<file path="src/rtl/core/sha_pkg.sv">
package sha_pkg;

	localparam int BlockBytes = 64;
	localparam int MsgWords   = 16;
	localparam int HashWords  = 8;
	localparam int Rounds     = 64;

	localparam logic [0:0] OP_ABSORB = 1'b0;
	localparam logic [0:0] OP_FINISH = 1'b1;
	localparam logic [7:0] PAD_BYTE  = 8'h80;

	function automatic logic [31:0] round_const(input logic [5:0] i);
		logic [31:0] k [64];
		k = '{
			32'h428a2f98, 32'h71374491, 32'hb5c0fbcf, 32'he9b5dba5,
			32'h3956c25b, 32'h59f111f1, 32'h923f82a4, 32'hab1c5ed5,
			32'hd807aa98, 32'h12835b01, 32'h243185be, 32'h550c7dc3,
			32'h72be5d74, 32'h80deb1fe, 32'h9bdc06a7, 32'hc19bf174,
			32'he49b69c1, 32'hefbe4786, 32'h0fc19dc6, 32'h240ca1cc,
			32'h2de92c6f, 32'h4a7484aa, 32'h5cb0a9dc, 32'h76f988da,
			32'h983e5152, 32'ha831c66d, 32'hb00327c8, 32'hbf597fc7,
			32'hc6e00bf3, 32'hd5a79147, 32'h06ca6351, 32'h14292967,
			32'h27b70a85, 32'h2e1b2138, 32'h4d2c6dfc, 32'h53380d13,
			32'h650a7354, 32'h766a0abb, 32'h81c2c92e, 32'h92722c85,
			32'ha2bfe8a1, 32'ha81a664b, 32'hc24b8b70, 32'hc76c51a3,
			32'hd192e819, 32'hd6990624, 32'hf40e3585, 32'h106aa070,
			32'h19a4c116, 32'h1e376c08, 32'h2748774c, 32'h34b0bcb5,
			32'h391c0cb3, 32'h4ed8aa4a, 32'h5b9cca4f, 32'h682e6ff3,
			32'h748f82ee, 32'h78a5636f, 32'h84c87814, 32'h8cc70208,
			32'h90befffa, 32'ha4506ceb, 32'hbef9a3f7, 32'hc67178f2};
		return k[i];
	endfunction

	function automatic logic [31:0] init_hash(input logic [2:0] i);
		logic [31:0] h [8];
		h = '{32'h6a09e667, 32'hbb67ae85, 32'h3c6ef372, 32'ha54ff53a,
			32'h510e527f, 32'h9b05688c, 32'h1f83d9ab, 32'h5be0cd19};
		return h[i];
	endfunction

	function automatic logic [31:0] ror(input logic [31:0] x, input int n);
		return (x >> n) | (x << (32 - n));
	endfunction

	typedef logic [31:0] hash_state_t [8];

	// handshake between the byte front end and the compression core
	typedef struct packed {
		logic start;
		logic reset_hash;
	} core_req_t;

	typedef struct packed {
		logic busy;
		logic done;
	} core_rsp_t;

endpackage

</file>
<file path="src/rtl/core/sha_ram.sv">
module sha_ram #(
	parameter int Width = 32,
	parameter int Depth = 16
) (
	input  logic                     clk,
	input  logic                     we,
	input  logic [$clog2(Depth)-1:0] waddr,
	input  logic [Width-1:0]         wdata,
	input  logic [$clog2(Depth)-1:0] raddr,
	output logic [Width-1:0]         rdata
);
	logic [Width-1:0] mem_q [Depth];

	always_ff @(posedge clk) begin
		if (we) mem_q[waddr] <= wdata;
		rdata <= mem_q[raddr];
	end
endmodule

</file>
<file path="src/rtl/core/sha_core.sv">
module sha_core
	import sha_pkg::*;
(
	input  logic        clk,
	input  logic        arst_n,
	input  core_req_t   req,
	output core_rsp_t   rsp,
	// message schedule memory, one 32-bit word per entry
	output logic        w_we,
	output logic [3:0]  w_waddr,
	output logic [31:0] w_wdata,
	output logic [3:0]  w_raddr,
	input  logic [31:0] w_rdata,
	input  logic [2:0]  hsel,
	output logic [31:0] hword
);
	typedef enum logic [3:0] {
		C_IDLE  = 4'b0001,
		C_LOAD  = 4'b0010,
		C_ROUND = 4'b0100,
		C_ADD   = 4'b1000
	} cstate_t;

	cstate_t     state_q;
	logic [31:0] h_q [8];
	logic [31:0] v_q [8];
	logic [31:0] win_q [16]; // sliding window of schedule words
	logic [6:0]  cnt_q;
	logic        done_q;
	logic [31:0] wcur, s0, s1, t1, t2, wnext;

	// window: win_q[15] is w[i-1], win_q[0] is w[i-16]
	assign s0 = ror(win_q[1], 7) ^ ror(win_q[1], 18) ^ (win_q[1] >> 3);
	assign s1 = ror(win_q[14], 17) ^ ror(win_q[14], 19) ^ (win_q[14] >> 10);
	assign wnext = s1 + win_q[9] + s0 + win_q[0];
	// first 16 rounds rotate the loaded block, so w[i] sits at win_q[0]
	assign wcur = (cnt_q < 7'd16) ? win_q[0] : wnext;

	always_comb begin
		t1 = v_q[7] + (ror(v_q[4], 6) ^ ror(v_q[4], 11) ^ ror(v_q[4], 25))
			+ ((v_q[4] & v_q[5]) ^ (~v_q[4] & v_q[6]))
			+ round_const(cnt_q[5:0]) + wcur;
		t2 = (ror(v_q[0], 2) ^ ror(v_q[0], 13) ^ ror(v_q[0], 22))
			+ ((v_q[0] & v_q[1]) ^ (v_q[0] & v_q[2]) ^ (v_q[1] & v_q[2]));
	end

	assign w_we    = 1'b0;
	assign w_waddr = '0;
	assign w_wdata = '0;
	assign w_raddr = cnt_q[3:0];
	assign hword   = h_q[hsel];
	assign rsp     = '{busy: (state_q != C_IDLE), done: done_q};

	always_ff @(posedge clk or negedge arst_n) begin
		if (!arst_n) begin
			state_q <= C_IDLE;
			cnt_q   <= '0;
			done_q  <= 1'b0;
			for (int i = 0; i < 8; i++) h_q[i] <= init_hash(3'(i));
		end else begin
			done_q <= (state_q == C_ADD);
			if (req.reset_hash)
				for (int i = 0; i < 8; i++) h_q[i] <= init_hash(3'(i));
			unique case (state_q)
				C_IDLE: begin
					if (req.start) begin
						cnt_q   <= 7'd1;
						state_q <= C_LOAD;
						for (int i = 0; i < 8; i++) v_q[i] <= h_q[i];
					end
				end
				// memory read data arrives the cycle after its address; words 0..15 stream in
				C_LOAD: begin
					for (int i = 0; i < 15; i++) win_q[i] <= win_q[i+1];
					win_q[15] <= w_rdata;
					if (cnt_q == 7'd16) begin
						cnt_q   <= '0;
						state_q <= C_ROUND;
					end else begin
						cnt_q <= cnt_q + 7'd1;
					end
				end
				C_ROUND: begin
					v_q[7] <= v_q[6]; v_q[6] <= v_q[5]; v_q[5] <= v_q[4];
					v_q[4] <= v_q[3] + t1;
					v_q[3] <= v_q[2]; v_q[2] <= v_q[1]; v_q[1] <= v_q[0];
					v_q[0] <= t1 + t2;
					if (cnt_q < 7'd16) begin
						// rotate so that win_q[0] presents w[i] next
						for (int i = 0; i < 15; i++) win_q[i] <= win_q[i+1];
						win_q[15] <= win_q[0];
					end else begin
						for (int i = 0; i < 15; i++) win_q[i] <= win_q[i+1];
						win_q[15] <= wnext;
					end
					if (cnt_q == 7'd63) state_q <= C_ADD;
					cnt_q <= cnt_q + 7'd1;
				end
				C_ADD: begin
					for (int i = 0; i < 8; i++) h_q[i] <= h_q[i] + v_q[i];
					state_q <= C_IDLE;
				end
				default: state_q <= C_IDLE;
			endcase
		end
	end
endmodule

</file>
<file path="src/rtl/core/sha256_stream_hash.sv">
// SHA-256 over a byte stream. opcode 0 absorbs data_byte, opcode 1 pads the
// message and returns the digest as eight 32-bit words, word_index 0 first,
// last_word set on the eighth; the hasher then starts a fresh message. The
// 64th byte of a block runs the compression: the schedule words are loaded
// from the block memory, then come the rounds, an add step and a hand-back
// step, and the input is held off throughout. A finish writes the padding
// one word a cycle (1 to 16 words), then compresses; a tail of 56 or more
// bytes adds a wait state, 16 padding writes and a second compression. The
// eight words then come straight from the hash registers, one per accepted
// word. The block memory holds 16 words of 32 bits; bytes are merged into a
// word register and written when a word completes.
module sha256_stream_hash
	import sha_pkg::*;
(
	input  logic        clk,
	input  logic        arst_n,
	input  logic        in_valid,
	output logic        in_ready,
	input  logic        opcode,
	input  logic [7:0]  data_byte,
	output logic        out_valid,
	input  logic        out_ready,
	output logic [31:0] digest_word,
	output logic [2:0]  word_index,
	output logic        last_word
);
	typedef enum logic [5:0] {
		S_IDLE = 6'b000001,
		S_COMP = 6'b000010,
		S_PADW = 6'b000100,
		S_FCMP = 6'b001000,
		S_OUT  = 6'b010000,
		S_WAIT = 6'b100000
	} state_t;

	state_t      state_q;
	logic [5:0]  count_q;
	logic [63:0] bits_q;
	logic [63:0] total_q;
	logic [23:0] part_q;   // bytes already taken of the current word
	logic [3:0]  pw_q;     // padding word address
	logic        two_q;    // an extra padding block is pending
	logic [2:0]  oi_q;
	core_req_t   req;
	core_rsp_t   rsp;

	logic        c_we, m_we;
	logic [3:0]  c_waddr, c_raddr, m_waddr;
	logic [31:0] c_wdata, m_wdata, rdata, hword;

	sha_core u_core (
		.clk, .arst_n, .req, .rsp,
		.w_we(c_we), .w_waddr(c_waddr), .w_wdata(c_wdata),
		.w_raddr(c_raddr), .w_rdata(rdata),
		.hsel(oi_q), .hword
	);

	sha_ram #(.Width(32), .Depth(MsgWords)) u_blk (
		.clk, .we(m_we | c_we), .waddr(m_we ? m_waddr : c_waddr),
		.wdata(m_we ? m_wdata : c_wdata), .raddr(c_raddr), .rdata
	);

	assign in_ready    = (state_q == S_IDLE);
	assign out_valid   = (state_q == S_OUT);
	assign digest_word = hword;
	assign word_index  = oi_q;
	assign last_word   = (oi_q == 3'd7);

	logic acc;
	assign acc = in_valid & in_ready;

	// padding word content for word pw_q, given the tail position
	logic [31:0] padw;
	logic [3:0]  tw;
	logic [1:0]  tb;
	assign tw = count_q[5:2];
	assign tb = count_q[1:0];
	always_comb begin
		padw = '0;
		if (!two_q && pw_q == 4'd14) padw = total_q[63:32];
		else if (!two_q && pw_q == 4'd15) padw = total_q[31:0];
		else if (pw_q == tw) begin
			case (tb)
				2'd0: padw = {PAD_BYTE, 24'h0};
				2'd1: padw = {part_q[23:16], PAD_BYTE, 16'h0};
				2'd2: padw = {part_q[23:8], PAD_BYTE, 8'h0};
				default: padw = {part_q, PAD_BYTE};
			endcase
		end
	end

	always_comb begin
		m_we    = 1'b0;
		m_waddr = pw_q;
		m_wdata = padw;
		req     = '0;
		if (state_q == S_IDLE && acc && opcode == OP_ABSORB && tb == 2'd3) begin
			m_we    = 1'b1;
			m_waddr = tw;
			m_wdata = {part_q, data_byte};
			req.start = (count_q == 6'd63);
		end
		if (state_q == S_PADW) begin
			m_we = 1'b1;
			if (pw_q == 4'd15) req.start = 1'b1;
		end
		if (state_q == S_OUT && out_ready && oi_q == 3'd7) req.reset_hash = 1'b1;
	end

	always_ff @(posedge clk or negedge arst_n) begin
		if (!arst_n) begin
			state_q <= S_IDLE;
			count_q <= '0;
			bits_q  <= '0;
			total_q <= '0;
			part_q  <= '0;
			oi_q    <= '0;
			two_q   <= 1'b0;
			pw_q    <= '0;
		end else begin
			unique case (state_q)
				S_IDLE: begin
					if (acc && opcode == OP_ABSORB) begin
						case (tb)
							2'd0: part_q[23:16] <= data_byte;
							2'd1: part_q[15:8]  <= data_byte;
							2'd2: part_q[7:0]   <= data_byte;
							default: ;
						endcase
						count_q <= count_q + 6'd1;
						if (count_q == 6'd63) state_q <= S_COMP;
					end else if (acc) begin
						total_q <= bits_q + {55'd0, count_q, 3'd0};
						two_q   <= (count_q > 6'd55);
						pw_q    <= tw;
						state_q <= S_PADW;
					end
				end
				S_COMP: begin
					if (rsp.done) begin
						bits_q  <= bits_q + 64'd512;
						state_q <= S_IDLE;
					end
				end
				S_PADW: begin
					pw_q <= pw_q + 4'd1;
					if (pw_q == 4'd15) state_q <= S_FCMP;
				end
				S_FCMP: begin
					if (rsp.done) begin
						if (two_q) begin
							// second block: all zero but the length
							two_q   <= 1'b0;
							count_q <= 6'd0;
							pw_q    <= '0;
							state_q <= S_WAIT;
						end else begin
							oi_q    <= '0;
							state_q <= S_OUT;
						end
					end
				end
				S_WAIT: begin
					// park the tail word at 15 so the pad byte does not appear again
					pw_q    <= pw_q;
					state_q <= S_PADW;
					count_q <= 6'd60;
				end
				S_OUT: begin
					if (out_ready) begin
						oi_q <= oi_q + 3'd1;
						if (oi_q == 3'd7) begin
							state_q <= S_IDLE;
							count_q <= '0;
							bits_q  <= '0;
						end
					end
				end
				default: state_q <= S_IDLE;
			endcase
		end
	end
endmodule

</file>
<file path="config.mk">
export PLATFORM = sky130hd
export DESIGN_NAME = sha256_stream_hash
export DESIGN_NICKNAME = d
export VERILOG_FILES = /design/src/rtl/core/sha_pkg.sv /design/src/rtl/core/sha_ram.sv /design/src/rtl/core/sha_core.sv /design/src/rtl/core/sha256_stream_hash.sv
export SDC_FILE = /design/constraint.sdc
export NUM_CORES = 2
export LEC_CHECK = 0
export BUFFER_PORTS_ARGS = -buffer_cell sky130_fd_sc_hd__buf_2
export CORE_ASPECT_RATIO = 2
export CORE_MARGIN = 2
export CORE_UTILIZATION = 50
export DETAILED_ROUTE_END_ITERATION = 10
export HOLD_SLACK_MARGIN = 0.12
export PLACE_DENSITY = 0.71
export SLEW_MARGIN = 25
export SYNTH_ARGS = -nofsm -noshare
export SYNTH_HDL_FRONTEND = slang
export SYNTH_SLANG_ARGS = --single-unit
export TNS_END_PERCENT = 5
</file>
<file path="constraint.sdc">
create_clock -name clk -period 24.5 [get_ports clk]
set_clock_uncertainty 0.1 [all_clocks]
set_input_delay 3.675 -clock clk [delete_from_list [all_inputs] [get_ports clk]]
set_output_delay 3.675 -clock clk [all_outputs]
set_load 0.05 [all_outputs]
</file>
* After elaboration in Yosys (flattened, before gate mapping)
Memories as Yosys holds them, arrays and structs flattened. A register that Yosys moved wholly into a read port is not among the register bits.
Index checks and enable logic that the tools add are counted.
** Storage, ports and cells
- RAM bits :: 1280
- Bits in read-only memories :: 2048
- Memories :: 4
- Flip-flop bits (word level) :: 440
** Cells by class
- Muxes and demuxes :: 117
- $lt $le $gt $ge :: 4
- Reduce and logical (&&, ||, !) cells :: 34
- Bitwise logic cells :: 72
- Eq/ne operators :: 35
- Add/subtract/negate cells :: 24
** Memory list
- (no name shown) :: depth 64, bits a word 32, rd ports 1, clocked after Yosys merged registers in 0, write ports 0, RTL line sha_pkg.sv:31 : return k[i];
- u_blk.mem_q :: depth 16, bits a word 32, rd ports 1, clocked after Yosys merged registers in 1, write ports 1, RTL line sha_ram.sv:12 : logic [Width-1:0] mem_q [Depth];
- u_core.win_q :: depth 16, bits a word 32, rd ports 16, clocked after Yosys merged registers in 0, write ports 16, RTL line sha_core.sv:27 : logic [31:0] win_q [16];
- u_core.v_q :: depth 8, bits a word 32, rd ports 8, clocked after Yosys merged registers in 0, write ports 8, RTL line sha_core.sv:26 : logic [31:0] v_q [8];
** Operators by type and width (count)
- 2-to-1 mux 32 bit :: 50
- adder 32 bit :: 18
- 2-to-1 mux 256 bit :: 2
- XOR 32 bit :: 9
- 2-to-1 mux 64 bit :: 3
- bitwise AND 32 bit :: 5
- one-hot mux 64 bit (2 select lines) :: 1
- binary-select mux 32 bit (select 3 bit) :: 1
- one-hot mux 32 bit (3 select lines) :: 1
- 2-to-1 mux 6 bit :: 14
- adder 64 x 10 -> 64 bit (second input constant) :: 1
- adder 64 x 9 -> 64 bit :: 1
- bitwise OR 1 bit :: 40
- 2-to-1 mux 4 bit :: 9
- one-hot mux 6 bit (6 select lines) :: 1
- NOT 32 bit :: 1
- bitwise OR 10 x 32 -> 32 bit :: 1
- bitwise OR 13 x 32 -> 32 bit :: 1
- bitwise OR 14 x 32 -> 32 bit :: 1
- bitwise OR 15 x 32 -> 32 bit :: 1
- bitwise OR 19 x 32 -> 32 bit :: 1
- bitwise OR 21 x 32 -> 32 bit :: 1
- bitwise OR 25 x 32 -> 32 bit :: 1
- bitwise OR 26 x 32 -> 32 bit :: 1
- other kinds (56) :: 121

* Longest topological paths before layout
- Depth after elaboration :: 13
- Mapped depth :: 42
- Gate-level depth less buffers :: 41

* Cells and area by module
Synthesis repeated with hierarchy kept, for this count alone.
** Second synthesis, totals
- Cells, all modules :: 8127
- Area total of the unflattened synthesis :: 95850.7 µm²
** Modules (own cells, without submodules)
- sha_core :: instances 1, area each 67222.0 µm², seq. area each 29940.0 µm², cells each 6423
- sha_ram :: instances 1, area each 19835.3 µm², seq. area each 16015.4 µm², cells each 838
- sha256_stream_hash :: instances 1, area each 8793.4 µm², seq. area each 4005.1 µm², cells each 866

* Worst setup path after synthesis
Ideal clock, no wire load.
- Path kind :: input to register
- Start :: in arst_n
- End :: mem u_core.win_q[0][0] (enable)
- Arrival time :: 15.745 ns
- Buffers on the path :: 0
- Stages :: 2
- Slack :: 7.712 ns
- Cell sequence :: nand2_1 -> nor2_1
** RTL lines
- start: declaration :: RTL line sha256_stream_hash.sv:16 : input logic arst_n,
- end: declaration :: RTL line sha_core.sv:27

==> flow_metrics.py <==
metrics = {
    "placed_design": {
        "placed_cells": 9734,
        "place_hpwl_um": 184000,
        "io_buffers": 50,
        "gp_congestion": 0.965,
    },
    "cells_and_area": {
        "fin_nets": 8024,
        "area_growth_pct": 9.26,
        "instances_no_fill": 10000,
        "finalCoreUtilization_pct": 54.9,
        "drive_above_1_share_pct": 15.9,
    },
    "worst_setup_path": {
        "crit_buf_inv": 5,
        "crit_slowest_cell": "clkinv_2",
        "rr_worst_depth": 35,
        "slowest_delay_ps": 750,
        "cp.arrival_ps": 11710,
        "cp.depth": 35,
        "cp_top_family": "compound AO/OA/AOI/OAI gates",
        "start_kind": "register",
        "required_ps": 24940,
        "crit_type": "register to register",
        "cp_max_fo": 52,
        "worstSetupEndpointType": "register",
    },
    "timing": {
        "setup_tns_ps": 0,
        "fmax_ghz": 0.0887,
        "setup_viol": 0,
        "finalHoldViolations": 0,
        "holdWs_ps": 256,
        "post-route-period-util_pct": 46.0,
        "rsz0062_at_grt": "false",
        "slew_headroom_pct": 26.3,
        "tightest_slew_ps": 1100,
        "min_period_ps": 11270,
        "maxSlewViolCount": 0,
    },
    "detailed_routing": {
        "wl_met1_um": 111000,
        "drtPass1Iterations": 6,
        "via_per_inst": 6.18,
        "final_antenna_net_count": 0,
        "routed_wirelength_um": 267000,
        "dr.first_iter.drc_count": 7020,
        "route.met2.wl_um": 124000,
        "via_count": 62000,
        "routed.top_layer": "met5",
        "drc": 0,
        "post_drt_wl_per_cell_um": 26.6,
        "wl_met3_um": 20800,
    },
    "clock_tree": {
        "cts.clk_slew.worst_paths_ps": 70,
        "clock-sinks": 1740,
        "cts_max_path_buffers": 4,
        "hold_buffers": 0,
        "cts_setup_buffers": 0,
        "cts_buffers": 164,
        "root_buffer": "clkbuf_16",
        "h-tree-depth": 4,
        "post_cts_resized": 0,
        "cts_tree": "yes",
        "insertion_delay_ps": 860,
    },
    "grt": {
        "grt_start_max_net_pins": 193,
        "antenna_found_initial": 4,
        "grt_pass1_vias": 60100,
        "overflow": 0,
        "grt_use_total_pct": 27.5,
        "grt_pass1_wl_um": 396000,
    },
    "flow_run": {
        "drv_cap": 0,
    },
    "floorplanning": {
        "die_area_um2": 192000,
        "die_h_um": 617,
        "floorplan.initialDensity_pct": 50.2,
        "pin_count": 51,
        "core_um2": 187000,
        "die_x_um": 311,
        "num_rows": 225,
    },
    "yosys": {
        "synthArstFlopShare_pct": 24.6,
        "ys_seq_elements": 1740,
        "synth_nets": 8037,
        "synth_cell_type_count": 102,
        "synth_area_per_cell_um2": 12.7,
        "synth-main-ff-cell": "edfxtp_1",
        "synth_edf_count": 1280,
        "seq_area_frac_synth_pct": 53.1,
        "yosysWarningCount": 0,
        "syn_inst": 7417,
        "synth_area_um2": 94000,
    },
    "hold_path": {
        "hp-class": "register to register",
        "min_path_cells": 0,
    },
    "outcome": {
        "outcome": "completed",
    },
}
final timing paths:
path	endpoint	slack (ps)	start
max	u_core.v_q[0][31]$_DFFE_PP_	13230	u_core.cnt_q[2]$_DFFE_PN0P_
min	u_core.win_q[0][192]$_DFFE_PP_	260	u_core.win_q[0][224]$_DFFE_PP_
max reg2reg	u_core.v_q[0][31]$_DFFE_PP_	13230	u_core.cnt_q[2]$_DFFE_PN0P_
min reg2reg	u_core.win_q[0][192]$_DFFE_PP_	260	u_core.win_q[0][224]$_DFFE_PP_
max in group asynchronous	u_core.h_q[13]$_DFFE_PN0P_	18770	arst_n
min in group asynchronous	u_core.h_q[195]$_DFFE_PN0P_	2690	arst_n
logic make-up after synthesis:
family	after synthesis	synth area share, %
AO/OA/AOI/OAI	1779	11.7
XOR/XNOR	616	5.75
adder cells (fa/ha/maj)	624	9.82
buffers and inverters	681	2.78
flip-flops	1740	53.1
multiplexers	601	9.90
AND/OR/NAND/NOR	1376	6.92
per-layer routing:
layer	vias up	track usage (%)
met4	2	10.9
li1	27600	-
met1	31200	38.2
met2	2689	43.3
met5	-	0
met3	500	4.28
placed cells by master (no fill, tap or decap), drive strengths merged, types with 19 or more instances in the layout:
cell	count
edfxtp	1280
o21ai	535
a21oi	525
ha	412
nand2	377
xnor2	375
nor2	372
inv	335
mux2	312
dfrtp	290
xor2	240
mux4	232
clkbuf	212
a21o	195
fa	195
buf	169
nand3	167
dfstp	138
nor3	135
o21bai	75
nand2b	57
mux2i	57
a211oi	54
a31oi	54
and3	50
clkinv	50
o21a	48
or3	45
dfxtp	32
o31ai	31
a22oi	27
nand4	26
o211ai	25
a221o	25
nor2b	23
nor3b	23
and2	19
or2	19
through the flow:
step	area, µm²	worst slack, ps
3_3_place_gp	97200	13560
3_5_place_dp	97200	13520
6_report	103000	13230
5_1_grt	103000	12720
2_1_floorplan	94000	7710
4_1_cts	103000	13370
cell usage after synthesis (54+ instances only):
| cell | number | area share [%] |
|---|---|---|
| nor2_1 | 372 | 1.5 |
| a211oi_1 | 54 | 0.43 |
| dfstp_2 | 138 | 3.9 |
| ha_1 | 412 | 5.5 |
| nand2_1 | 377 | 1.5 |
| buf_1 | 54 | 0.22 |
| mux4_2 | 232 | 5.6 |
| nand3_1 | 167 | 0.89 |
| mux2_2 | 312 | 3.7 |
| fa_1 | 195 | 4.2 |
| edfxtp_1 | 1280 | 41 |
| inv_1 | 330 | 1.3 |
| o21bai_1 | 75 | 0.60 |
| xor2_1 | 240 | 2.2 |
| o21ai_0 | 532 | 2.8 |
| a31oi_1 | 54 | 0.36 |
| nand2b_1 | 57 | 0.38 |
| xnor2_1 | 375 | 3.5 |
| a21o_1 | 195 | 1.6 |
| dfrtp_1 | 290 | 7.7 |
| a21oi_1 | 524 | 2.8 |
| nor3_1 | 134 | 0.71 |
| mux2i_1 | 57 | 0.61 |
| clkbuf_1 | 282 | 1.1 |
registers in the layout, summed over array words and instances, names as in the netlist, 3 cells and up:
| name | cells |
|---|---|
| bits_q | 55 |
| count_q | 6 |
| part_q | 24 |
| pw_q | 4 |
| state_q | 6 |
| total_q | 61 |
| u_blk.mem_q | 512 |
| u_blk.rdata | 32 |
| u_core.cnt_q | 7 |
| u_core.h_q | 256 |
| u_core.state_q | 4 |
| u_core.v_q | 256 |
| u_core.win_q | 512 |
| word_index | 3 |
area by class of cell:
class / instances / area, µm²
fillers: 15300 / 84500
flip-flops and latches: 1740 / 50000
multi-input cells: 4996 / 41700
clock buffers: 212 / 4490
well taps: 2497 / 3120
inverters: 333 / 1260
repair buffers: 169 / 1230
clock inverters: 81 / 916
diodes: 2 / 5.00
Power is left out: the tool's default activity adds up to more than one toggle a clock period on the data nets, which glitch-free logic cannot reach.
